<file path="src/hdl/set_assoc_lru_cache_sim_core_macros.svh">
// ----------------------------------------------------------------------------
// Assertion macros
// Shared immediate-style wrappers for concurrent checks, clocked on clk and
// disabled while arst_n is low.
// ----------------------------------------------------------------------------
`ifndef SET_ASSOC_LRU_CACHE_SIM_CORE_MACROS_SVH
`define SET_ASSOC_LRU_CACHE_SIM_CORE_MACROS_SVH

// same-cycle implication
`define SALC_ASSERT_IMP(label, ante, cons) \
	label: assert property (@(posedge clk) disable iff (!arst_n) (ante) |-> (cons)) \
		else $error("salc check failed");

// next-cycle implication
`define SALC_ASSERT_NXT(label, ante, cons) \
	label: assert property (@(posedge clk) disable iff (!arst_n) (ante) |=> (cons)) \
		else $error("salc check failed");

`endif

</file>
<file path="src/hdl/salc_pkg.sv">
// ----------------------------------------------------------------------------
// salc_pkg
// Types and constants shared by the set-associative LRU cache model core.
// ----------------------------------------------------------------------------
package salc_pkg;

	localparam int ADDR_W  = 32;
	localparam int TAG_W   = 32;
	localparam int AGE_W   = 3;
	localparam int CNT_W32 = 32;

	localparam logic [AGE_W-1:0] AGE_TOP = 3'd7;

	// access kinds; anything but modify behaves as a load here
	localparam logic [1:0] OP_LOAD   = 2'd0;
	localparam logic [1:0] OP_STORE  = 2'd1;
	localparam logic [1:0] OP_MODIFY = 2'd2;

	// register indexes on the config port (paddr[3:2])
	localparam logic [1:0] REG_SET_BITS = 2'd0;
	localparam logic [1:0] REG_OFS_BITS = 2'd1;
	localparam logic [1:0] REG_WAYS     = 2'd2;

	localparam logic [2:0] RST_SET_BITS = 3'd4;
	localparam logic [4:0] RST_OFS_BITS = 5'd4;
	localparam logic [3:0] RST_WAYS     = 4'd1;

	typedef struct packed {
		logic              valid;
		logic [AGE_W-1:0]  age;
		logic [TAG_W-1:0]  tag;
	} line_t;

	typedef struct packed {
		logic [2:0] set_index_bits;
		logic [4:0] block_offset_bits;
		logic [3:0] ways_in_use;
	} cfg_t;

endpackage

</file>
<file path="src/hdl/salc_regs.sv">
// ----------------------------------------------------------------------------
// salc_regs
// APB register file: set bits, block offset bits, ways in use.
// ----------------------------------------------------------------------------
module salc_regs (
	input  logic               clk,
	input  logic               arst_n,
	input  logic               psel,
	input  logic               penable,
	input  logic               pwrite,
	input  logic [3:0]         paddr,
	input  logic [31:0]        pwdata,
	output logic [31:0]        prdata,
	output logic               pready,
	output salc_pkg::cfg_t     cfg
);
	import salc_pkg::*;

	cfg_t       cfg_q;
	logic       wr_stb;
	logic [1:0] reg_idx;

	assign pready  = 1'b1;
	assign reg_idx = paddr[3:2];
	assign wr_stb  = psel & penable & pwrite & pready;

	always_ff @(posedge clk or negedge arst_n) begin
		if (!arst_n) begin
			cfg_q.set_index_bits    <= RST_SET_BITS;
			cfg_q.block_offset_bits <= RST_OFS_BITS;
			cfg_q.ways_in_use       <= RST_WAYS;
		end else if (wr_stb) begin
			unique case (reg_idx)
				REG_SET_BITS: cfg_q.set_index_bits    <= pwdata[2:0];
				REG_OFS_BITS: cfg_q.block_offset_bits <= pwdata[4:0];
				REG_WAYS:     cfg_q.ways_in_use       <= pwdata[3:0];
				default: ;
			endcase
		end
	end

	always_comb begin
		unique case (reg_idx)
			REG_SET_BITS: prdata = {29'd0, cfg_q.set_index_bits};
			REG_OFS_BITS: prdata = {27'd0, cfg_q.block_offset_bits};
			REG_WAYS:     prdata = {28'd0, cfg_q.ways_in_use};
			default:      prdata = 32'd0;
		endcase
	end

	assign cfg = cfg_q;

endmodule

</file>
<file path="config.mk">
export PLATFORM = sky130hd
export DESIGN_NAME = salc_regs
export DESIGN_NICKNAME = d
export VERILOG_FILES = /design/src/hdl/set_assoc_lru_cache_sim_core_macros.svh /design/src/hdl/salc_pkg.sv /design/src/hdl/salc_regs.sv
export SDC_FILE = /design/constraint.sdc
export NUM_CORES = 1
export LEC_CHECK = 0
export ABC_AREA = 1
export BUFFER_PORTS_ARGS = -buffer_cell sky130_fd_sc_hd__buf_2
export CAP_MARGIN = 20
export CORE_ASPECT_RATIO = 0.8
export CORE_MARGIN = 5
export CORE_UTILIZATION = 30
export CTS_CLUSTER_DIAMETER = 100
export CTS_CLUSTER_SIZE = 28
export DETAILED_ROUTE_END_ITERATION = 10
export PLACE_DENSITY = 0.81
export SYNTH_ARGS = -nofsm -noshare
export SYNTH_HDL_FRONTEND = slang
export SYNTH_SLANG_ARGS = --single-unit
</file>
<file path="constraint.sdc">
create_clock -name clk -period 1.1 [get_ports clk]
set_input_delay 0.22 -clock clk [delete_from_list [all_inputs] [get_ports clk]]
set_output_delay 0.22 -clock clk [all_outputs]
set_load 0.01 [all_outputs]
</file>
======== After elaboration in Yosys (flattened, before gate mapping) ========
Cells that the tools add are included.
W data, S select, Z words.
storage, ports and cells
  flip-flop bits (word level) ............. 12
  input port bits ......................... 41
  output and inout bits ................... 45
operators by class
  eq/ne operators ......................... 2
  mux-type cells .......................... 1
  bitwise gates (word level) .............. 2
  reduce and logical (&&, ||, !) cells .... 4
operators with widths
  kind                  count
  $pmux W5 S3           1
  $reduce_and A2 Y1     3
  $and A1 B1 Y1         2
  $eq A2 B1 Y1 const B  1
  $eq A2 B2 Y1 const B  1
  $logic_not A2 Y1      1

======== Logic depth before layout (Yosys ltp) ========
Gate-level depths: netlist (run 1).
  depth in word-level cells ............... 3
  mapped depth ............................ 6
  mapped depth without buffers ............ 6

======== Worst setup path after synthesis (run 1) ========
No wires, ideal clock.
  kind .................................... flip-flop to output port
  start ................................... reg cfg_q (netlist bit cfg[11])
  end ..................................... out prdata[2]
  arrival ................................. 718 ps
  setup slack ............................. 162 ps
  stages on the path, launching flop included .. 3
  path through ............................ dfstp_2 -> nand2_1 -> nand3_1
between the ends
  cells in the longest elaborated chain, start to end .. 1
ends and longest elaborated chain
  what         RTL line         text
  from (decl)  salc_regs.sv:19  cfg_t cfg_q;
  $pmux W5 S3  salc_regs.sv:43  unique case (reg_idx)
  to (decl)    salc_regs.sv:13  output logic [31:0] prdata,
Every way passes these cells.

======== Worst setup path after layout (run 1) ========
  start ................................... reg cfg_q (netlist bit cfg[6])
  end ..................................... out prdata[2]
Same word-level chain as after synthesis.

==> results by stage, run 1 <==
GRT:
- After global routing the overflow that remains totals 0.
- The initial antenna violation count is 0.
- The global-route total usage across every layer is 0.0987.
- Entering global routing, the biggest net connects 13 pins.
- The number of global-route vias before repair is 621.
- The global-route wire length before repair is 2820 um.

Route:
- The length of routed met2 wiring is approximately 910 um.
- The average wire per cell in the routed design is ~10 um.
- After detailed routing, the number of remaining DRC violations is 0.
- The number of detailed-route iterations in the first pass is 4.
- Summed over all layers, the routed wires come to 1940 um.
- The top routing layer in use is met4.
- The violation count after the first detailed-route iteration is 21.
- Once detail routing completed, the nets flagged for antenna violations numbered 0.
- The length of routed met3 wiring is 189 um.
- For this block, wires on met1 add up to 819 um.
- The vias after detailed routing is between 700 and 800.
- Dividing the detail-routed via count by the number of cells gives ~3.8.

Place:
- The minimum setup slack after placement is -0.00118 ns.
- Buffers placed on the I/O ports in this run total 28.
- The congestion estimate from routability-driven global placement came to ~0.85.
- Once detailed placement completed, the half-perimeter wirelength came to 1590 um.

Floorplan:
- The number of top-level pins is 86.
- In this run the horizontal extent of the chip is approximately 68 um.
- The area inside the core boundary is roughly 2500 um2.
- The floorplan step defined a die boundary enclosing 3850 um2.
- The number of rows in the core area is 16.
- The die is about 57 um tall.
- The effective utilization at floorplan is 0.321.

Logic synthesis:
- Of the post-synthesis cell area, the dominant cell type holds 0.278.
- The cell count after synthesis came out at about 110.
- The number of register bits inferred by synthesis is 12.
- After synthesis, the netlist uses 11 different library cells.
- Sorting the synthesized cells by area gives the leading types as sky130_fd_sc_hd__dfrtp_1, sky130_fd_sc_hd__buf_4, sky130_fd_sc_hd__nand2_1.
- The fraction of the yosys area taken by sequential cells is 0.375.
- The cell area after synthesis is 811 um2.
- The number of synthesis warnings is 0.
- Summed over all instances, the cell type with the most area after synthesis is sky130_fd_sc_hd__dfrtp_1.
- Dividing the synthesized area by the synthesized cell count gives 7.18 um2.

STA:
- Setup repair after global routing could not meet its margin everywhere.
- The maximum clock frequency is 780 MHz.
- The ratio of final minimum period to clock period is 1.17.
- The worst path setup slack after routing is -0.182 ns.
- The hold violation total from the final report is 0.
- The post-route clock skew is 0 ns.
- Setup violations remaining at the end of the flow were counted as 9.
- The final-report max-slew violation count was 0.
- The smallest clock period supported by the final layout is computed as 1.28 ns.

Power and ir drop:
- The analysis attributes to net switching a power of 501 uW.
- The leakage dissipation is around 0.63 nW.
- The combinational share of power is 0.356.
- The maximum ir drop on the vdd rail is 0.000675 V.
- The internal portion of the total power is around 1 mW.
- The share of power burned in the clock network is 0.236.
- The share of total power in sequential cells is 0.409.
- In this run the power density over the cells is 1450 nW/um2.
- The share of total power consumed by net switching is 0.333.

Final layout:
- The final layout net count is between 150 and 200.
- The ratio of cells with drive above 1 in the final layout is 0.362.
- The growth of design area from synthesis to finish is 27.8%.
- The antenna diode count is 0.
- The final standard cell utilization of the core is 0.411.
- In the layout the commonest cells are sky130_fd_sc_hd__nand2_1, sky130_fd_sc_hd__conb_1, sky130_fd_sc_hd__buf_2.
- The register with the most flip-flops in the layout has 12 of them.
- The count of fill cells added during filler insertion is approximately 290.
- Leaving out fill and tap cells, the most frequent cell in the layout is sky130_fd_sc_hd__nand2_1.

Worst setup path:
- Tracing the worst setup path back leads to its startpoint at cfg[6].
- The startpoint-to-endpoint class of the critical path is flop to primary output.
- The worst-case register-to-register setup slack is 0.24 ns.
- The required arrival time at the worst endpoint is a little under 0.9 ns.
- In this run the critical register-to-register path is launched from cfg[7].
- The startpoint type of the worst setup path is a flop.
- The endpoint of the worst-slack reg-to-reg timing path is cfg[7].
- Of all nets on the critical path, the largest fanout is 2.
- The number of cell instances on the worst register-to-register path is 4.
- The data arrival at the endpoint of the critical path is between 1 and 1.5 ns.
- The nature of the critical path endpoint is a primary output.

Clock tree:
- The number of buffers created by CTS is 3.
- The latest clock arrival within the worst-skew pair is roughly 0.28 ns.
- CTS built an H-tree with a depth of 1.
- The post-CTS clock slew at the launch and capture registers of the worst setup and hold paths is 0.08 ns.
- The clock drives 12 sinks.
- The CTS tree is yes.
- In this run the clock root is driven by a sky130_fd_sc_hd__clkbuf_4.
- The buffer depth of the longest clock path is 2.

Worst hold path:
- The origin of the worst min-delay path is pwdata[4].
- The worst min-delay path category is input port to flop.
- The path with the worst hold slack has its endpoint at cfg[8].
- Counting instances, the worst hold path has a depth of 3.

Outcome:
- The run finished, with violations left.
- The checks that failed: negative setup slack.

Flow run:
- Max-cap violations in this run came to 0.
[synthesized netlist by cell type]
cell type and count:
sky130_fd_sc_hd__nand3_1 4, sky130_fd_sc_hd__conb_1 2, sky130_fd_sc_hd__buf_4 28, sky130_fd_sc_hd__nand2_2 4
sky130_fd_sc_hd__nand2_1 51, sky130_fd_sc_hd__inv_2 3, sky130_fd_sc_hd__nor2_1 3, sky130_fd_sc_hd__dfstp_2 3
sky130_fd_sc_hd__dfrtp_1 9, sky130_fd_sc_hd__nor2_2 3, sky130_fd_sc_hd__inv_1 3
[critical path, cell delays in order (launching register included)]
cell	delay [ns]
sky130_fd_sc_hd__dfstp_2	0.55
sky130_fd_sc_hd__nand2_2	0.06
sky130_fd_sc_hd__nand3_2	0.07
sky130_fd_sc_hd__buf_6	0.10
[metrics by stage]
stage / setup TNS [ns] / hold WS [ns] / power (mW) / std cells / area, um2
2_1_floorplan: 0 / -0.0756 / 0.909 / 139 / 908
3_3_place_gp: -0.00522 / 0.107 / 1.02 / 177 / 898
3_5_place_dp: -0.00118 / 0.110 / 1.03 / 177 / 898
4_1_cts: -0.937 / 0.130 / 1.50 / 187 / 1020
5_1_grt: -1.29 / 0.139 / 1.61 / 188 / 1040
6_report: -0.839 / 0.137 / 1.50 / 188 / 1040
[worst max-delay path by stage]
stage | slack, ns | end | depth (start not counted)
final | -0.18 | prdata[2] | 3
after global routing | -0.22 | prdata[0] | 3
after CTS | -0.18 | prdata[2] | 3
after detailed placement | -0.001 | prdata[1] | 5
after global placement | -0.005 | prdata[1] | 5
after floorplan | 0.16 | prdata[2] | 2
[kinds of logic (layout without fill, tap and decap cells)]
logic type,after synthesis,after routing,share of synthesized area
buf+inv,34,47,0.287
flops,12,12,0.375
other cells,2,28,0.00926
simple gates,65,65,0.329
[per-layer routing]
layer,track usage,vias to the layer above
li1,-,359
met1,0.130,319
met2,0.146,28
met3,0.0499,2
met4,0.0170,0
met5,0,-
[power by group through the flow]
stage	Sequential, mW	Combinational, mW	Clock [mW]
4_1_cts	0.613	0.519	0.368
5_1_grt	0.630	0.593	0.384
2_1_floorplan	0.663	0.246	0
3_3_place_gp	0.620	0.402	0
3_5_place_dp	0.624	0.409	0
6_report	0.614	0.534	0.354
[final cells by class]
class / instances / area, um2 / share of cell area
clock buffers: 4 / 36.3 / 0.0350
inverters: 6 / 22.5 / 0.0217
multi-input cells: 93 / 379 / 0.366
flip-flops and latches: 12 / 304 / 0.293
well taps: 36 / 45.0 / 0.0435
repair buffers: 37 / 249 / 0.240
[what timing repair did]
item / CTS / global route
buffers inserted: 5 / 1
endpoints found under the setup margin: 8 / 9
pin swaps: 4 / 1
resized for setup: 7 / 2
hold buffers: 1 / 0
endpoints found under the hold margin: 9 / 0
No activity file was read; power rests on OpenSTA's default activity.
==> run 2, diff against run 1 <==
--- a/config.mk
+++ b/config.mk
@@ -5,7 +5,7 @@
 export SDC_FILE = /design/constraint.sdc
 export NUM_CORES = 1
 export LEC_CHECK = 0
-export ABC_AREA = 1
+export ABC_AREA = 0
 export BUFFER_PORTS_ARGS = -buffer_cell sky130_fd_sc_hd__buf_2
 export CAP_MARGIN = 20
 export CORE_ASPECT_RATIO = 0.8
==> run 2 against run 1 <==
  * The flow still finishes with violations (negative setup slack)
  * Non-clock buffer count up 8
  * Clock skew unchanged
  * Largest cell class unchanged
  * First-iteration DRC count fell by 67%
  * Largest power group is now combinational cells
==> results by stage, run 2 <==
Outcome:
- The flow ran to the end, but the final reports show violations.
- The final reports fail on negative setup slack.

Worst hold path:
- The tightest min-delay check is of the input port to flop type.

GRT:
- The remaining global-route overflow is 0.
- The initial antenna violation count came to 0.
- The first global-routing pass estimated about 2800 um of wire.
- For this run, the total global-route usage over all layers was measured as 0.0946.
- The number of global-route vias before repair is between 600 and 700.
- Entering global routing, the biggest net connects 13 pins.

Logic synthesis:
- The xor-xnor portion of the synthesized cell area is 0.
- The share of synthesized area in the top cell type comes to 0.283.
- The dominant combinational cell family by area after synthesis is buffers and inverters.
- Of the synthesized area, sequential elements account for 0.383.
- Of all flip-flops after synthesis, the portion carrying an async set or reset was 1.00.
- After synthesis, the most frequently instantiated cells are sky130_fd_sc_hd__buf_4, sky130_fd_sc_hd__dfrtp_1, sky130_fd_sc_hd__mux2_2.
- Counting flops with a built-in enable in the synthesized netlist gives 0.
- The post-synthesis average cell area is about 11 um2.
- The distinct cell type count of the synthesized netlist is 16.
- The cell area that synthesis handed to floorplanning was around 790 um2.
- The compound-cell area share of the yosys netlist is 0.0252.
- Of the total synthesized cell area, the portion taken by AND, OR, NAND and NOR gates is 0.0850.
- The most numerous cell in the Yosys netlist is sky130_fd_sc_hd__buf_4.
- Measured against the total synthesized area, the mux share comes to 0.227.
- The post-synthesis share of cell area spent on full adders, half adders and majority gates is 0.
- The cell type contributing the most total cell area after synthesis is sky130_fd_sc_hd__dfrtp_1.
- In this run, synthesis produced a sequential element count of 12.
- Yosys attributes the largest share of cell area to sky130_fd_sc_hd__dfrtp_1, sky130_fd_sc_hd__buf_4, sky130_fd_sc_hd__mux2_2.
- The prevailing post-synth register cell is sky130_fd_sc_hd__dfrtp_1.
- The gate count of the mapped netlist is 73.
- Yosys printed 0 warnings.

Clock tree:
- In this run the number of H-tree levels came out at 1.
- The clock drives 12 sinks.
- The post-CTS clock slew at the launch and capture registers of the worst setup and hold paths is ~0.080 ns.
- The root buffer cell is sky130_fd_sc_hd__clkbuf_4.
- The buffer depth of the longest clock path is 2.
- The number of buffers created by CTS is 3.
- The CTS tree is yes.
- The latest clock arrival within the worst-skew pair is between 0.2 and 0.3 ns.

Final layout:
- In the final layout, the share of cells above drive strength 1 is 0.555.
- The final standard cell utilization of the core is 0.438.
- The library cell used most frequently in the layout, excluding fill and tap cells, is sky130_fd_sc_hd__conb_1.
- In the layout the commonest cells are sky130_fd_sc_hd__conb_1, sky130_fd_sc_hd__buf_2, sky130_fd_sc_hd__buf_4.
- The growth of design area from synthesis to finish is 36.7%.
- The final layout net count is 161.
- The repair_antennas step left the layout with diodes totalling 0.
- The register with the most flip-flops in the layout has 12 of them.
- The final instance area is 1090 um2.

Power and ir drop:
- In this run the static leakage power is just under 0.6 nW.
- For this design the ratio of total power to cell area is between 1000 and 1500 nW/um2.
- The internal portion of the total power is around 1.1 mW.
- The share of total power consumed by net switching is 0.315.
- The share of total power dissipated in the clock network is 0.175.
- The share of total power dissipated in sequential elements is 0.396.
- The share of total power dissipated in combinational logic is 0.429.
- For this design the total switching power over the nets is approximately 500 uW.
- The worst-case IR drop observed on VDD is about 0.00083 V.

Floorplan:
- The region available for standard cell placement spans between 2000 and 2500 um2.
- 86 I/O pins were placed.
- From bottom edge to top edge, the die measures roughly 56 um.
- The effective utilization at floorplan is 0.320.
- The die covers 3780 um2.
- The floorplan has 16 rows.
- The die is ~68 um wide.

Route:
- The number of detailed-route iterations in the first pass is 4.
- The via density per instance is approximately 3.9.
- The final routed DRC violation total is 0.
- In this run, the number of DRC markers left after iteration 0 of detailed routing was 7.
- The count of nets left with antenna violations after detail routing is 0.
- The vias after detailed routing is 600.
- The aggregate routed wire length is roughly 1800 um.
- In the final routed layout, each cell accounts on average for ~12 um.

Flow run:
- The number of max-cap violations is 0.

Worst setup path:
- Of all nets on the critical path, the largest fanout is 2.
- The required arrival time at the worst endpoint is roughly 0.9 ns.
- The nature of the critical path endpoint is a primary output.
- The startpoint type of the worst setup path is a flop.
- The data arrival at the endpoint of the critical path is between 1 and 1.5 ns.
- The worst setup path is of the flop to primary output kind.

STA:
- The minimum clock period after layout is 1.33 ns.
- For this run, the top clock speed supported by timing is 753 MHz.
- Setup repair after global routing could not meet its margin everywhere.
- The final-report max-slew violation count is 0.
- The post-route clock skew is 0 ns.
- Across all setup checks in the final design, the least slack found is -0.229 ns.
- Dividing the final minimum period by the clock period gives 1.21.
- The hold violation total from the final report is 0.
- The count of endpoints failing setup in the final report is 11.

Place:
- The count of buffers added on input and output ports is 28.
- The minimum setup slack after placement is -0.208 ns.
- At the end of routability-driven placement, the weighted congestion stood at 0.733.
- The placed instances occupy a cell area of 935 um2.
- The wire-length estimate of the detail-placed layout is 1370 um.
-- run 2: metrics by stage --
stage	TNS (ns)	total power, mW	cells	hold WS, ns
floorplan	-0.298	0.988	99	-0.0756
global route	-1.70	1.71	155	0.188
finish	-1.14	1.61	155	0.187
global placement	-2.21	1.11	142	0.0987
CTS	-1.18	1.55	153	0.177
detailed placement	-2.71	1.13	142	0.114
-- run 2: worst max-delay path, stage by stage, from the launching register on --
cell	delay, ns
sky130_fd_sc_hd__dfstp_2	0.53
sky130_fd_sc_hd__mux2i_1	0.06
sky130_fd_sc_hd__o21ai_1	0.11
sky130_fd_sc_hd__buf_2	0.14
-- run 2: layout make-up --
type | instances | area, um2
multi-input cells | 58 | 388
repair buffers | 45 | 323
well taps | 36 | 45.0
clock buffers | 4 | 26.3
flip-flops and latches | 12 | 304
fillers | 243 | 1400
-- run 2: cells by family (layout without fill, tap and decap cells) --
group | Yosys count | in the layout
mux | 15 | 15
compound gates | 4 | 4
other cells | 2 | 28
buf+inv | 29 | 49
flops | 12 | 12
simple gates | 11 | 11
-- run 2: final timing paths --
| path | from | to | slack (ns) | cells after the start |
|---|---|---|---|---|
| max in group asynchronous | arst_n | cfg[11] | 0.47 | 2 |
| max | cfg[6] | prdata[2] | -0.23 | 3 |
| min | pwdata[3] | cfg[3] | 0.19 | 2 |
| min reg2reg | cfg[7] | cfg[7] | 0.54 | 1 |
| max reg2reg | cfg[0] | cfg[0] | 0.18 | 3 |
| min in group asynchronous | arst_n | cfg[5] | 0.35 | 2 |
-- run 2: what timing repair did --
action                                  in CTS  in global routing
pin swaps                                    1                  0
gates resized for setup                      7                  6
endpoints found under the hold margin        9                  0
hold buffers                                 1                  0
endpoints found under the setup margin       8                 10
buffers inserted                             6                  2
-- run 2: power groups by stage --
stage	clock, mW	combinational, mW	sequential, mW
final	0.282	0.689	0.636
after global routing	0.313	0.753	0.649
after CTS	0.289	0.633	0.632
after detailed placement	0	0.479	0.649
after global placement	0	0.470	0.639
after floorplan	0	0.298	0.690
-- run 2: metal layers --
metal,up-vias,track usage,wire [um]
li1,281,-,-
met1,276,0.103,631
met2,39,0.173,954
met3,4,0.0202,207
met4,0,0.0347,25
met5,-,0,0
