==> config.mk <==
export PLATFORM = sky130hd
export DESIGN_NAME = salc_engine
export DESIGN_NICKNAME = d
export VERILOG_FILES = /design/src/hdl/salc_pkg.sv /design/src/hdl/salc_engine.sv
export VERILOG_INCLUDE_DIRS = /design/src /design/src/hdl
export SDC_FILE = /design/constraint.sdc
export NUM_CORES = 1
export LEC_CHECK = 0
export BUFFER_PORTS_ARGS = -buffer_cell sky130_fd_sc_hd__buf_2
export CAP_MARGIN = 0
export CORE_MARGIN = 4
export CORE_UTILIZATION = 23
export CTS_CLUSTER_DIAMETER = 60
export CTS_CLUSTER_SIZE = 14
export DETAILED_ROUTE_END_ITERATION = 10
export SYNTH_ARGS = -nofsm -noshare
export SYNTH_HDL_FRONTEND = slang
export SYNTH_SLANG_ARGS = --single-unit
==> constraint.sdc <==
create_clock -name clk -period 3.35 [get_ports clk]
set_input_delay 0.1675 -clock clk [delete_from_list [all_inputs] [get_ports clk]]
set_output_delay 0.1675 -clock clk [all_outputs]
set_load 0.005 [all_outputs]
==> src/hdl/set_assoc_lru_cache_sim_core_macros.svh <==
// ----------------------------------------------------------------------------
// Assertion macros
// Shared immediate-style wrappers for concurrent checks, clocked on clk and
// disabled while arst_n is low.
// ----------------------------------------------------------------------------
`ifndef SET_ASSOC_LRU_CACHE_SIM_CORE_MACROS_SVH
`define SET_ASSOC_LRU_CACHE_SIM_CORE_MACROS_SVH

// same-cycle implication
`define SALC_ASSERT_IMP(label, ante, cons) \
	label: assert property (@(posedge clk) disable iff (!arst_n) (ante) |-> (cons)) \
		else $error("salc check failed");

// next-cycle implication
`define SALC_ASSERT_NXT(label, ante, cons) \
	label: assert property (@(posedge clk) disable iff (!arst_n) (ante) |=> (cons)) \
		else $error("salc check failed");

`endif

==> src/hdl/salc_pkg.sv <==
// ----------------------------------------------------------------------------
// salc_pkg
// Types and constants shared by the set-associative LRU cache model core.
// ----------------------------------------------------------------------------
package salc_pkg;

	localparam int ADDR_W  = 32;
	localparam int TAG_W   = 32;
	localparam int AGE_W   = 3;
	localparam int CNT_W32 = 32;

	localparam logic [AGE_W-1:0] AGE_TOP = 3'd7;

	// access kinds; anything but modify behaves as a load here
	localparam logic [1:0] OP_LOAD   = 2'd0;
	localparam logic [1:0] OP_STORE  = 2'd1;
	localparam logic [1:0] OP_MODIFY = 2'd2;

	// register indexes on the config port (paddr[3:2])
	localparam logic [1:0] REG_SET_BITS = 2'd0;
	localparam logic [1:0] REG_OFS_BITS = 2'd1;
	localparam logic [1:0] REG_WAYS     = 2'd2;

	localparam logic [2:0] RST_SET_BITS = 3'd4;
	localparam logic [4:0] RST_OFS_BITS = 5'd4;
	localparam logic [3:0] RST_WAYS     = 4'd1;

	typedef struct packed {
		logic              valid;
		logic [AGE_W-1:0]  age;
		logic [TAG_W-1:0]  tag;
	} line_t;

	typedef struct packed {
		logic [2:0] set_index_bits;
		logic [4:0] block_offset_bits;
		logic [3:0] ways_in_use;
	} cfg_t;

endpackage

==> src/hdl/salc_engine.sv <==
// ----------------------------------------------------------------------------
// salc_engine
// Access sequencer: decode, set read, way-by-way scan through one shared
// tag/age compare unit, LRU update and write-back, saturating totals.
// ----------------------------------------------------------------------------
`include "set_assoc_lru_cache_sim_core_macros.svh"

module salc_engine #(
	parameter int MAX_SET_BITS = 6,
	parameter int MAX_WAYS     = 8
) (
	input  logic                                clk,
	input  logic                                arst_n,
	input  salc_pkg::cfg_t                      cfg,
	input  logic                                in_valid,
	output logic                                in_ready,
	input  logic [1:0]                          in_op,
	input  logic [31:0]                         in_address,
	output logic                                out_valid,
	input  logic                                out_ready,
	output logic [1:0]                          out_hits,
	output logic                                out_missed,
	output logic                                out_evicted,
	output logic [31:0]                         out_total_hits,
	output logic [31:0]                         out_total_misses,
	output logic [31:0]                         out_total_evictions,
	output logic                                rd_en,
	output logic [MAX_SET_BITS-1:0]             rd_addr,
	input  salc_pkg::line_t [MAX_WAYS-1:0]      rd_row,
	output logic                                wr_en,
	output logic [MAX_SET_BITS-1:0]             wr_addr,
	output salc_pkg::line_t [MAX_WAYS-1:0]      wr_row
);
	import salc_pkg::*;

	localparam int SET_W = MAX_SET_BITS;
	localparam int WAY_W = (MAX_WAYS > 1) ? $clog2(MAX_WAYS) : 1;
	localparam int CNT_W = $clog2(MAX_WAYS + 1);

	localparam logic [1:0] ST_IDLE = 2'd0;
	localparam logic [1:0] ST_RD   = 2'd1;
	localparam logic [1:0] ST_SCAN = 2'd2;
	localparam logic [1:0] ST_UPD  = 2'd3;

	logic [1:0]       state_q;
	logic             accept;
	logic             commit;

	// decoded access
	logic [1:0]       op_q;
	logic [SET_W-1:0] set_q;
	logic [TAG_W-1:0] tag_q;
	logic [CNT_W-1:0] ways_q;

	// decode
	logic [3:0]       sbits;
	logic [5:0]       tag_sh;
	logic [SET_W-1:0] set_mask;
	logic [SET_W-1:0] set_d;
	logic [TAG_W-1:0] tag_d;
	logic [4:0]       ways_ext;
	logic [CNT_W-1:0] ways_d;

	// scan results
	logic [WAY_W-1:0] way_q;
	logic             hit_fnd_q, free_fnd_q, old_fnd_q;
	logic [WAY_W-1:0] hit_way_q, free_way_q, old_way_q;
	logic [AGE_W-1:0] hit_age_q, old_age_q;
	line_t            cur;
	logic             scan_last;

	// update
	logic [WAY_W-1:0] tgt_way;
	line_t [MAX_WAYS-1:0] new_row;
	logic [1:0]       hits_v;
	logic             evict_v;

	logic             out_valid_q;
	logic [1:0]       out_hits_q;
	logic             out_missed_q, out_evicted_q;
	logic [31:0]      tot_hit_q, tot_miss_q, tot_evict_q;
	logic [32:0]      hit_sum, miss_sum, evict_sum;

	assign in_ready = (state_q == ST_IDLE);
	assign accept   = in_valid & in_ready;

	// address split: set = next sbits above the offset, tag = all above that
	always_comb begin
		sbits = ({1'b0, cfg.set_index_bits} > 4'(MAX_SET_BITS)) ?
			4'(MAX_SET_BITS) : {1'b0, cfg.set_index_bits};
		tag_sh   = 6'(cfg.block_offset_bits) + 6'(sbits);
		set_mask = ~({SET_W{1'b1}} << sbits);
		set_d    = SET_W'(in_address >> cfg.block_offset_bits) & set_mask;
		tag_d    = in_address >> tag_sh;
		ways_ext = {1'b0, cfg.ways_in_use};
		if (ways_ext == 5'd0) begin
			ways_d = CNT_W'(1);
		end else if (ways_ext > 5'(MAX_WAYS)) begin
			ways_d = CNT_W'(MAX_WAYS);
		end else begin
			ways_d = CNT_W'(ways_ext);
		end
	end

	assign cur       = rd_row[way_q];
	assign scan_last = (CNT_W'(way_q) + CNT_W'(1)) == ways_q;
	assign commit    = (state_q == ST_UPD) && (!out_valid_q || out_ready);

	always_ff @(posedge clk or negedge arst_n) begin
		if (!arst_n) begin
			state_q <= ST_IDLE;
		end else begin
			unique case (state_q)
				ST_IDLE: if (accept) state_q <= ST_RD;
				ST_RD:   state_q <= ST_SCAN;
				ST_SCAN: if (scan_last) state_q <= ST_UPD;
				ST_UPD:  if (commit) state_q <= ST_IDLE;
				default: state_q <= ST_IDLE;
			endcase
		end
	end

	always_ff @(posedge clk) begin
		if (accept) begin
			op_q   <= in_op;
			set_q  <= set_d;
			tag_q  <= tag_d;
			ways_q <= ways_d;
		end
	end

	// shared compare unit: one way per cycle
	always_ff @(posedge clk or negedge arst_n) begin
		if (!arst_n) begin
			way_q      <= '0;
			hit_fnd_q  <= 1'b0;
			free_fnd_q <= 1'b0;
			old_fnd_q  <= 1'b0;
		end else if (accept) begin
			way_q      <= '0;
			hit_fnd_q  <= 1'b0;
			free_fnd_q <= 1'b0;
			old_fnd_q  <= 1'b0;
		end else if (state_q == ST_SCAN) begin
			if (!scan_last) begin
				way_q <= way_q + WAY_W'(1);
			end
			if (cur.valid) begin
				if (cur.tag == tag_q) begin
					if (!hit_fnd_q) begin
						hit_fnd_q <= 1'b1;
						hit_way_q <= way_q;
						hit_age_q <= cur.age;
					end
				end else if (!old_fnd_q || cur.age > old_age_q) begin
					old_fnd_q <= 1'b1;
					old_way_q <= way_q;
					old_age_q <= cur.age;
				end
			end else if (!free_fnd_q) begin
				free_fnd_q <= 1'b1;
				free_way_q <= way_q;
			end
		end
	end

	// LRU update of the whole row, each way on its own
	always_comb begin
		if (hit_fnd_q) begin
			tgt_way = hit_way_q;
		end else if (free_fnd_q) begin
			tgt_way = free_way_q;
		end else begin
			tgt_way = old_way_q;
		end
		for (int w = 0; w < MAX_WAYS; w++) begin
			new_row[w] = rd_row[w];
			if ((CNT_W'(w) < ways_q) && rd_row[w].valid && (rd_row[w].age != AGE_TOP)) begin
				if (hit_fnd_q) begin
					if (rd_row[w].age < hit_age_q) new_row[w].age = rd_row[w].age + 3'd1;
				end else if (free_fnd_q) begin
					new_row[w].age = rd_row[w].age + 3'd1;
				end else if (rd_row[w].age < old_age_q) begin
					new_row[w].age = rd_row[w].age + 3'd1;
				end
			end
		end
		new_row[tgt_way].age = '0;
		if (!hit_fnd_q) begin
			new_row[tgt_way].valid = 1'b1;
			new_row[tgt_way].tag   = tag_q;
		end
		hits_v  = {1'b0, hit_fnd_q} + ((op_q == OP_MODIFY) ? 2'd1 : 2'd0);
		evict_v = !hit_fnd_q && !free_fnd_q;
	end

	assign rd_en   = (state_q == ST_RD);
	assign rd_addr = set_q;
	assign wr_en   = commit;
	assign wr_addr = set_q;
	assign wr_row  = new_row;

	assign hit_sum   = {1'b0, tot_hit_q} + 33'(hits_v);
	assign miss_sum  = {1'b0, tot_miss_q} + 33'(!hit_fnd_q);
	assign evict_sum = {1'b0, tot_evict_q} + 33'(evict_v);

	always_ff @(posedge clk or negedge arst_n) begin
		if (!arst_n) begin
			out_valid_q <= 1'b0;
			tot_hit_q   <= '0;
			tot_miss_q  <= '0;
			tot_evict_q <= '0;
		end else if (commit) begin
			out_valid_q <= 1'b1;
			tot_hit_q   <= hit_sum[32]   ? '1 : hit_sum[31:0];
			tot_miss_q  <= miss_sum[32]  ? '1 : miss_sum[31:0];
			tot_evict_q <= evict_sum[32] ? '1 : evict_sum[31:0];
		end else if (out_ready) begin
			out_valid_q <= 1'b0;
		end
	end

	always_ff @(posedge clk) begin
		if (commit) begin
			out_hits_q    <= hits_v;
			out_missed_q  <= !hit_fnd_q;
			out_evicted_q <= evict_v;
		end
	end

	assign out_valid           = out_valid_q;
	assign out_hits            = out_hits_q;
	assign out_missed          = out_missed_q;
	assign out_evicted         = out_evicted_q;
	assign out_total_hits      = tot_hit_q;
	assign out_total_misses    = tot_miss_q;
	assign out_total_evictions = tot_evict_q;

	`SALC_ASSERT_IMP(a_scan_in_range, state_q == ST_SCAN, CNT_W'(way_q) < ways_q)
	`SALC_ASSERT_IMP(a_victim_known, state_q == ST_UPD && !hit_fnd_q && !free_fnd_q, old_fnd_q)
	`SALC_ASSERT_NXT(a_commit_idle, wr_en, state_q == ST_IDLE && out_valid_q)
	`SALC_ASSERT_IMP(a_hit_in_range, state_q == ST_UPD && hit_fnd_q, CNT_W'(hit_way_q) < ways_q)

endmodule

## After elaboration in Yosys (flattened, before gate mapping)

Index checks and enable logic that the tools add are counted.

- Muxes and demuxes: 81
- Equality and inequality tests: 20
- Multipliers: 0
- Divide/modulo/power cells: 0
- Reduce and logical (&&, ||, !) cells: 41
- Bitwise logic cells: 8
- Add/sub/neg operators: 15
- Magnitude comparators: 30
- Shift operators: 3

Operators by type and width:

| operator | number |
|---|---|
| 288-bit bitwise mux | 3 |
| 36-bit demux with 3-bit select | 3 |
| 288-bit 2-to-1 mux | 1 |
| 3-bit 2-to-1 mux | 46 |
| 32-bit 2-to-1 mux | 4 |
| 36-bit binary-select mux with 3-bit select | 1 |
| 36-bit 2-to-1 mux | 2 |
| 32-bit by 1-bit adder with 33-bit output | 2 |
| 3-bit < comparator | 16 |
| 35-bit 2-to-1 mux | 1 |
| 32-bit by 2-bit adder with 33-bit output | 1 |
| 32-bit equality test | 1 |
| 32-bit by 5-bit >> shifter with 6-bit output | 1 |
| 32-bit by 6-bit >> shifter with 32-bit output | 1 |
| 3-bit by 1-bit adder with 3-bit output (second input constant) | 9 |
| 3-bit inequality test (second input constant) | 8 |
| 1-bit logical AND | 19 |
| 3-bit by 4-bit < comparator with 1-bit output (first input constant) | 4 |
| 1-bit 2-to-1 mux | 15 |
| 6-bit AND reduction | 2 |
| 2-bit inequality test (second input constant) | 5 |
| 2-bit nonzero test | 5 |
| 1-bit by 4-bit < comparator with 1-bit output (first input constant) | 2 |
| 2-bit by 4-bit < comparator with 1-bit output (first input constant) | 2 |
| 29 further kinds | 44 |

- Memories kept: 0
- RAM bits: 0
- Bits of input ports: 338
- Memory bits (read-only): 0
- Output and inout bits: 404
- Bits in registers: 168
- Logic and storage cells: 220
- Latch bits: 0

## Longest topological paths before layout

Gate-level depths: netlist (run 1).

- Depth in word-level cells: 10
- Mapped depth: 15

## Least setup slack after synthesis (run 1)

Ideal clock, no wire load.

- Path kind: register -> register
- Start: register way_q[0]
- End: register old_age_q[0], enable pin
- Stages on the path, launching flop included: 13
- Arrival: 3.207 ns
- Clock period less this slack: 3.588 ns
- Path slack: -0.238 ns
- Setup time: 0.381 ns
- Path through: dfrtp_1 buf_6 buf_6 buf_6 buf_6 buf_4 mux4_2 mux2_2 ha_1 nor2b_1 o21a_1 o21ai_0 a221oi_1

RTL lines:

| item | RTL line | source |
|---|---|---|
| from (decl) | salc_engine.sv:65 | `logic [WAY_W-1:0] way_q;` |
| from (signal assigned) | salc_engine.sv:146 | `way_q <= way_q + WAY_W'(1);` |
| to (signal assigned) | salc_engine.sv:158 | `old_age_q <= cur.age;` |
| to (decl) | salc_engine.sv:68 | `logic [AGE_W-1:0] hit_age_q, old_age_q;` |

## Worst setup path in the final report (run 1)

- Start: register way_q[2]
- End: register old_age_q[2], enable pin

- Cells in the longest elaborated chain, start to end: 5
- Elaborated cells between the ends (all ways): 7

RTL lines:

| item | RTL line | source |
|---|---|---|
| 36-bit binary-select mux with 3-bit select (*) | salc_engine.sv:105 | `assign cur = rd_row[way_q];` |
| 36-bit 2-to-1 mux (implied by the code) (*) | salc_engine.sv:105 |  |
| 3-bit greater-than comparator or 32-bit equality test (tied branches) | salc_engine.sv:155, salc_engine.sv:149 |  |
| 1-bit logical OR or 1-bit NOT (tied branches) | -- |  |
| 6-bit AND reduction (no source line) (*) | -- |  |

Mark *: on every way between the ends. The rest lies on a longest branch, timed or not. The select of a mux whose other input is x is not followed.
A chain may end at the register's enable or synchronous reset.

==> reports/summary.txt, run 1 <==
M2 GR Usage: 34.9%
CTS Buf Count: 17
Max-Cap Viols: 0
FF-to-FF path depth: 12
clock sinks: 168
Distinct cells, synth: 92
Switching Share: 45.7%
Syn Nets: 2,312
Final Hold Vio Count: 0
startpoint of the worst hold path: cfg[0]
Post-Syn Area: 18,900 um^2
Post-synth EDFFs: 63
register area share after synthesis: 23.9%
Yosys reg bits: 168
IO Pins: 742
WHS: 0.0461 ns
Comb pwr share: 63.2%
endpoint class of the critical path: register
die height: 295 um
synth top area cells: mux2_2 (17%), dfrtp_1 (14%), mux4_2 (13%)
starting density of the core: 23.4%
gr usage total: 22.8%
maximum clock rate: 309 MHz
largest net degree at the start of global routing: 71
Worst R2R Start: way_q[2]$_DFFE_PN0P_
Vias per Instance: 5.31
power share of the clock group: 15.0%
clock slew at reported path FFs: 0.07 ns
Hold Path Depth: 3
HP Class: in -> reg
met3 usage: 9.28%
sequential power share: 21.9%
detailed placement HPWL: 86,600 um
die width: 295 um
Most used DFF post-synth: dfrtp_1
Synth Instances: 1,908
kind of critical path: reg -> reg
CTS tree: yes
Core ar.: 80,900 um^2
Worst IR Drop VDD: 331 uV
port bufs: 741
Setup Skew: 0.0139 ns
WHS Endpoint: ways_q[0]$_SDFFCE_PP1P_
Yosys top cell area share: 16.5%
setup TNS: 0 ns
Detail Route Antenna Nets: 0
Die ar.: 86,800 um^2
status: completed
Avg Cell Area, Syn: 9.91 um^2
post-synth top area cell: mux2_2
DR pass1 iterations: 5
CTS root buf: clkbuf_16
aggregate routed wire length: 104,000 um
CTS H-Tree Depth: 4
Final setup violation count: 0
pwr/cell area: 558 nW/um^2
GPL Wtd Cong: 1.03
Post-route DRC: 0
final period utilization: 96.6%
met1 Track Usage GR: 29.9%
crit-path max FO: 9
Pwr Total: 0.0139 W
GRT Residual Overflow: 0
Slew HR: 40.4%
Initial DRC Count: 1,601
Final nets: 3,025
R2R Setup Slk: 0.11 ns
clock latency on the worst-skew pair: 0.48 ns
fin crit period: 3.24 ns
r2r endpoint: old_age_q[2]$_DFFE_PP_
first-pass GRT wire length: 143,000 um
Final Max Slew Viols: 0
initial antenna violation count: 20
Util after Layout: 30.9%
Leak: 11.4 nW
Pint: 0.00757 W
clk buf depth: 2
net load switching power: 0.00637 W
crit start category: register
via count: 19,683
wire per inst: 28.1 um
Async SR Flop Fraction: 62.5%
critical path arrival: 3.48 ns
vias in the first global route: 19,046
worst slew pin tran: 0.893 ns
GR peak layer: met2
layout cells sized above 1: 51.0%
FP Rows: 104
Yosys Warn Count: 0
area delta synth->final: 32.2%
CP Data Required Time: 3.59 ns
[how the worst max path moves through the flow]
stage	startpoint	end	slack, ns	depth (start not counted)
2_1_floorplan	way_q[0]$_DFFE_PN0P_	old_age_q[0]$_DFFE_PP_	0.008	12
3_3_place_gp	way_q[2]$_DFFE_PN0P_	hit_age_q[1]$_DFFE_PP_	-0.59	10
3_5_place_dp	way_q[2]$_DFFE_PN0P_	hit_age_q[1]$_DFFE_PP_	-0.61	10
4_1_cts	way_q[2]$_DFFE_PN0P_	old_age_q[2]$_DFFE_PP_	0.001	13
5_1_grt	way_q[2]$_DFFE_PN0P_	old_age_q[2]$_DFFE_PP_	-0.0001	13
6_report	way_q[2]$_DFFE_PN0P_	old_age_q[2]$_DFFE_PP_	0.11	12
[per-layer routing]
layer,part of all wire (%),wire length (um)
met5,0.26,271
met3,12,12400
met4,2.0,2100
met1,41,42900
met2,45,46500
[synthesized netlist by cell type (all sizes together) (3+ instances only)]
cell type,number
or2,6
xnor2,54
buf,115
nand3,39
o31ai,4
nor4,8
nand4,26
nor2b,14
xor2,68
a311oi,4
and2,8
a221o,3
dfrtp,105
and4,13
clkbuf,45
nor3,34
nand2b,54
a21oi,63
mux2,280
a21o,27
o211ai,7
o221ai,5
o21a,9
a31oi,7
mux2i,76
ha,65
o311ai,3
a211oi,44
a221oi,8
edfxtp,63
a22o,4
nor3b,3
a211o,4
nor2,141
a22oi,30
and3,28
mux4,111
o22ai,15
nand2,212
o21bai,3
inv,27
o21ai,32
a21boi,18
[flip-flops by register name, summed over array words and instances, names as in the netlist, 4 cells and up]
signal / count
out_total_evictions: 32
out_total_hits: 32
out_total_misses: 32
rd_addr: 6
tag_q: 32
ways_q: 4
[power by group through the flow]
stage	Clock (W)	Combinational [W]	Sequential [W]
floorplan	0	0.00513	0.00268
global placement	0	0.00832	0.00315
detailed placement	0	0.00832	0.00315
CTS	0.00220	0.00862	0.00303
global route	0.00226	0.00936	0.00308
finish	0.00209	0.00881	0.00305
[kinds of logic (layout without fill, tap and decap cells)]
kind of cell	after synthesis	count (layout)	synth area share [%]
compound gates	305	305	11.6
xor+xnor	122	122	5.77
fa+ha+maj	66	66	4.41
buf+inv	187	913	5.13
flops	168	168	23.9
mux	467	467	34.0
other cells	0	13	0
simple gates	593	593	15.3
[area by class of cell]
| class | count | area, um^2 |
|---|---|---|
| Fill cell | 8535 | 55900 |
| Multi-Input combinational cell | 1553 | 13600 |
| Timing Repair Buffer | 854 | 4810 |
| Sequential cell | 168 | 4530 |
| Tap cell | 1060 | 1330 |
| Clock buffer | 19 | 454 |
| Clock inverter | 13 | 156 |
| Inverter | 27 | 101 |
| Antenna cell | 13 | 32.5 |
[cell usage in the layout, fill, tap and decap left out, types with 13 or more instances in the layout]
| cell type | instances |
|---|---|
| a211oi_1 | 41 |
| a21boi_0 | 17 |
| a21o_1 | 27 |
| a21oi_1 | 62 |
| a22oi_1 | 29 |
| and3_1 | 27 |
| buf_12 | 17 |
| buf_2 | 740 |
| buf_4 | 85 |
| clkbuf_16 | 18 |
| dfrtp_1 | 102 |
| diode_2 | 13 |
| edfxtp_1 | 63 |
| ha_1 | 65 |
| inv_1 | 24 |
| mux2_2 | 277 |
| mux2i_1 | 72 |
| mux4_2 | 111 |
| nand2_1 | 199 |
| nand2_2 | 13 |
| nand2b_1 | 54 |
| nand3_1 | 38 |
| nand4_1 | 25 |
| nor2_1 | 135 |
| nor2b_1 | 13 |
| nor3_1 | 32 |
| o21ai_0 | 27 |
| o22ai_1 | 15 |
| xnor2_1 | 48 |
| xor2_1 | 68 |
[critical path: stages, from the launching register on]
cell	delay, ns
dfrtp_4	0.58
buf_4	0.22
nor2b_2	0.20
a22o_1	0.22
a221oi_1	0.21
buf_4	0.20
xnor2_1	0.16
nand4_1	0.33
nor4_4	0.34
buf_4	0.18
buf_4	0.12
a221oi_4	0.07
buf_6	0.15
[metrics by stage]
stage | std cells | cell area [um^2] | setup WS [ns]
final | 3707 | 25000 | 0.114
after global placement | 3650 | 24100 | -0.588
after global routing | 3699 | 25000 | -0.000150
after detailed placement | 3650 | 24100 | -0.606
after floorplan | 1908 | 18900 | 0.00841
after CTS | 3693 | 24900 | 0.00101
[timing repair]
item                                   CTS  global route
hold buffers                             4             0
cloned                                   0             0
resized for setup                        7            19
pin swaps                                1             5
setup endpoints to repair               14            67
endpoints found under the hold margin   38             0
setup buffers                            7             3
(Power assumes the default switching activity.)
==> run 2, diff against run 1 <==
==> constraint.sdc (replaced) <==
create_clock -name clk -period 4.05 [get_ports clk]
set_input_delay 0.2025 -clock clk [delete_from_list [all_inputs] [get_ports clk]]
set_output_delay 0.2025 -clock clk [all_outputs]
set_load 0.005 [all_outputs]
==> reports/summary.txt, run 2 (same netlist as run 1, synthesis figures left out) <==
Final setup violation count: 0 (unchanged)
Switching Share: 46.5% (was 45.7%)
wire per inst: 28.0 um (was 28.1 um)
Leak: 11.1 nW (was 11.4 nW)
aggregate routed wire length: 103,000 um (was 104,000 um)
starting density of the core: 23.4% (unchanged)
most frequent cells in the layout: buf_2 (740), mux2_2 (277), nand2_1 (199) (unchanged)
R2R Setup Slk: 0.08 ns (was 0.11 ns)
initial antenna violation count: 22 (was 20)
Pint: 0.00598 W (was 0.00757 W)
crit-path max FO: 13 (was 9)
area delta synth->final: 29.3% (was 32.2%)
Worst IR Drop VDD: 264 uV (was 331 uV)
die height: 295 um (unchanged)
CP Data Required Time: 4.21 ns (was 3.59 ns)
critical path arrival: 4.13 ns (was 3.48 ns)
maximum clock rate: 252 MHz (was 309 MHz)
via count: 19,324 (was 19,683)
die width: 295 um (unchanged)
HP Class: in -> reg (unchanged)
setup TNS: 0 ns (unchanged)
Initial DRC Count: 1,490 (was 1,601)
detailed placement HPWL: 83,800 um (was 86,600 um)
fin crit period: 3.97 ns (was 3.24 ns)
Setup Skew: 0.0113 ns (was 0.0139 ns)
status: completed (unchanged)
FF-to-FF path depth: 9 (was 12)
Finished Layout Cells: 3,660 (was 3,707)
endpoint class of the critical path: register (unchanged)
Worst R2R Start: way_q[2]$_DFFE_PN0P_ (unchanged)
RSZ-0062 raised after global routing: false
met1 Track Usage GR: 29.4% (was 29.9%)
Post-route DRC: 0 (unchanged)
net load switching power: 0.00521 W (was 0.00637 W)
clock slew at reported path FFs: 0.08 ns (was 0.07 ns)
crit path from: way_q[2]$_DFFE_PN0P_ (unchanged)
CP endpoint: hit_age_q[2]$_DFFE_PP_ (was old_age_q[2]$_DFFE_PP_)
final period utilization: 98.0% (was 96.6%)
layout cells sized above 1: 49.7% (was 51.0%)
Finished Cell Area: 24,500 um^2 (was 25,000 um^2)
Final Max Slew Viols: 0 (unchanged)
FP Rows: 104 (unchanged)
DP Area: 23,700 um^2 (was 24,100 um^2)
Placed Cells: 3,608 (was 3,650)
Die ar.: 86,800 um^2 (unchanged)
port bufs: 741 (unchanged)
vias in the first global route: 18,527 (was 19,046)
met3 usage: 8.76% (was 9.28%)
clk buf depth: 2 (unchanged)
gr usage total: 22.3% (was 22.8%)
CTS H-Tree Depth: 4 (unchanged)
CTS root buf: clkbuf_16 (unchanged)
IO Pins: 742 (unchanged)
Core ar.: 80,900 um^2 (unchanged)
Final Hold Vio Count: 0 (unchanged)
power share of the clock group: 15.2% (was 15.0%)
GRT Residual Overflow: 0 (unchanged)
clock latency on the worst-skew pair: 0.47 ns (was 0.48 ns)
Hold Path Depth: 2 (was 3)
Max-Cap Viols: 0 (unchanged)
CTS Buf Count: 17 (unchanged)
clock sinks: 168 (unchanged)
WHS: 0.0640 ns (was 0.0461 ns)
worst slew pin tran: 1.04 ns (was 0.893 ns)
r2r endpoint: hit_age_q[2]$_DFFE_PP_ (was old_age_q[2]$_DFFE_PP_)
DR pass1 iterations: 6 (was 5)
Final nets: 2,977 (was 3,025)
sequential power share: 23.3% (was 21.9%)
crit start category: register (unchanged)
Detail Route Antenna Nets: 0 (unchanged)
Vias per Instance: 5.28 (was 5.31)
GR peak layer: met2 (unchanged)
M2 GR Usage: 34.2% (was 34.9%)
largest net degree at the start of global routing: 68 (was 71)
most common cell after layout, fill and taps aside: buf_2 (unchanged)
kind of critical path: reg -> reg (unchanged)
pwr/cell area: 458 nW/um^2 (was 558 nW/um^2)
CTS tree: yes (unchanged)
Comb pwr share: 61.5% (was 63.2%)
Slew HR: 30.9% (was 40.4%)
first-pass GRT wire length: 140,000 um (was 143,000 um)
GPL Wtd Cong: 0.984 (was 1.03)
-- run 2: worst min-delay path by stage --
stage / slack, ns / from / end
6_report: 0.06 / cfg[1] / ways_q[1]$_SDFFCE_PP0P_
5_1_grt: 0.03 / cfg[2] / ways_q[2]$_SDFFCE_PP0P_
4_1_cts: 0.009 / cfg[1] / ways_q[1]$_SDFFCE_PP0P_
3_5_place_dp: 0.24 / arst_n / out_total_evictions[27]$_DFFE_PN0P_
3_3_place_gp: 0.25 / arst_n / out_total_evictions[28]$_DFFE_PN0P_
2_1_floorplan: -0.09 / arst_n / free_fnd_q$_DFFE_PN0P_
-- run 2: through the flow --
step	setup slack, ns	total power, W	utilization, %
after global routing	0.0149	0.0118	30.2
after detailed placement	-0.182	0.00928	29.3
after floorplan	0.462	0.00645	-
after CTS	0.0629	0.0111	30.1
final	0.0828	0.0112	30.2
after global placement	-0.217	0.00927	29.3
-- run 2: final cells by class --
class | instances | area [um^2]
clock inverters | 15 | 171
inverters | 27 | 101
diodes | 14 | 35.0
well taps | 1060 | 1330
clock buffers | 17 | 425
repair buffers | 806 | 4370
multi-input cells | 1553 | 13500
fillers | 8546 | 56500
flip-flops and latches | 168 | 4530
-- run 2: what timing repair did --
action | in CTS | in global routing
setup endpoints to repair | 13 | 12
gates resized for setup | 1 | 1
setup buffers | 0 | 2
endpoints found under the hold margin | 43 | 0
hold buffers | 4 | 0
-- run 2: power by group through the flow --
stage	registers (W)	logic, W	clock network (W)
2_1_floorplan	0.00222	0.00423	0
3_3_place_gp	0.00266	0.00661	0
3_5_place_dp	0.00267	0.00661	0
4_1_cts	0.00264	0.00666	0.00178
5_1_grt	0.00264	0.00729	0.00184
6_report	0.00261	0.00689	0.00170
-- run 2: per-layer routing --
metal / wire length (um) / up-vias / share of wire (%)
met3: 12100 / 126 / 12
met1: 42200 / 9554 / 41
met5: 182 / - / 0.18
met2: 45800 / 1114 / 45
li1: - / 8520 / -
met4: 2210 / 10 / 2.2
-- run 2: critical path, stage by stage, from the launching register on --
cell and delay [ns]:
dfrtp_4 0.63, buf_16 0.24, nor2b_1 0.20, a22o_1 0.24
a221oi_1 0.81, xnor2_1 0.20, nand4_1 0.19, nor4_2 0.58
buf_4 0.24, and3_1 0.30
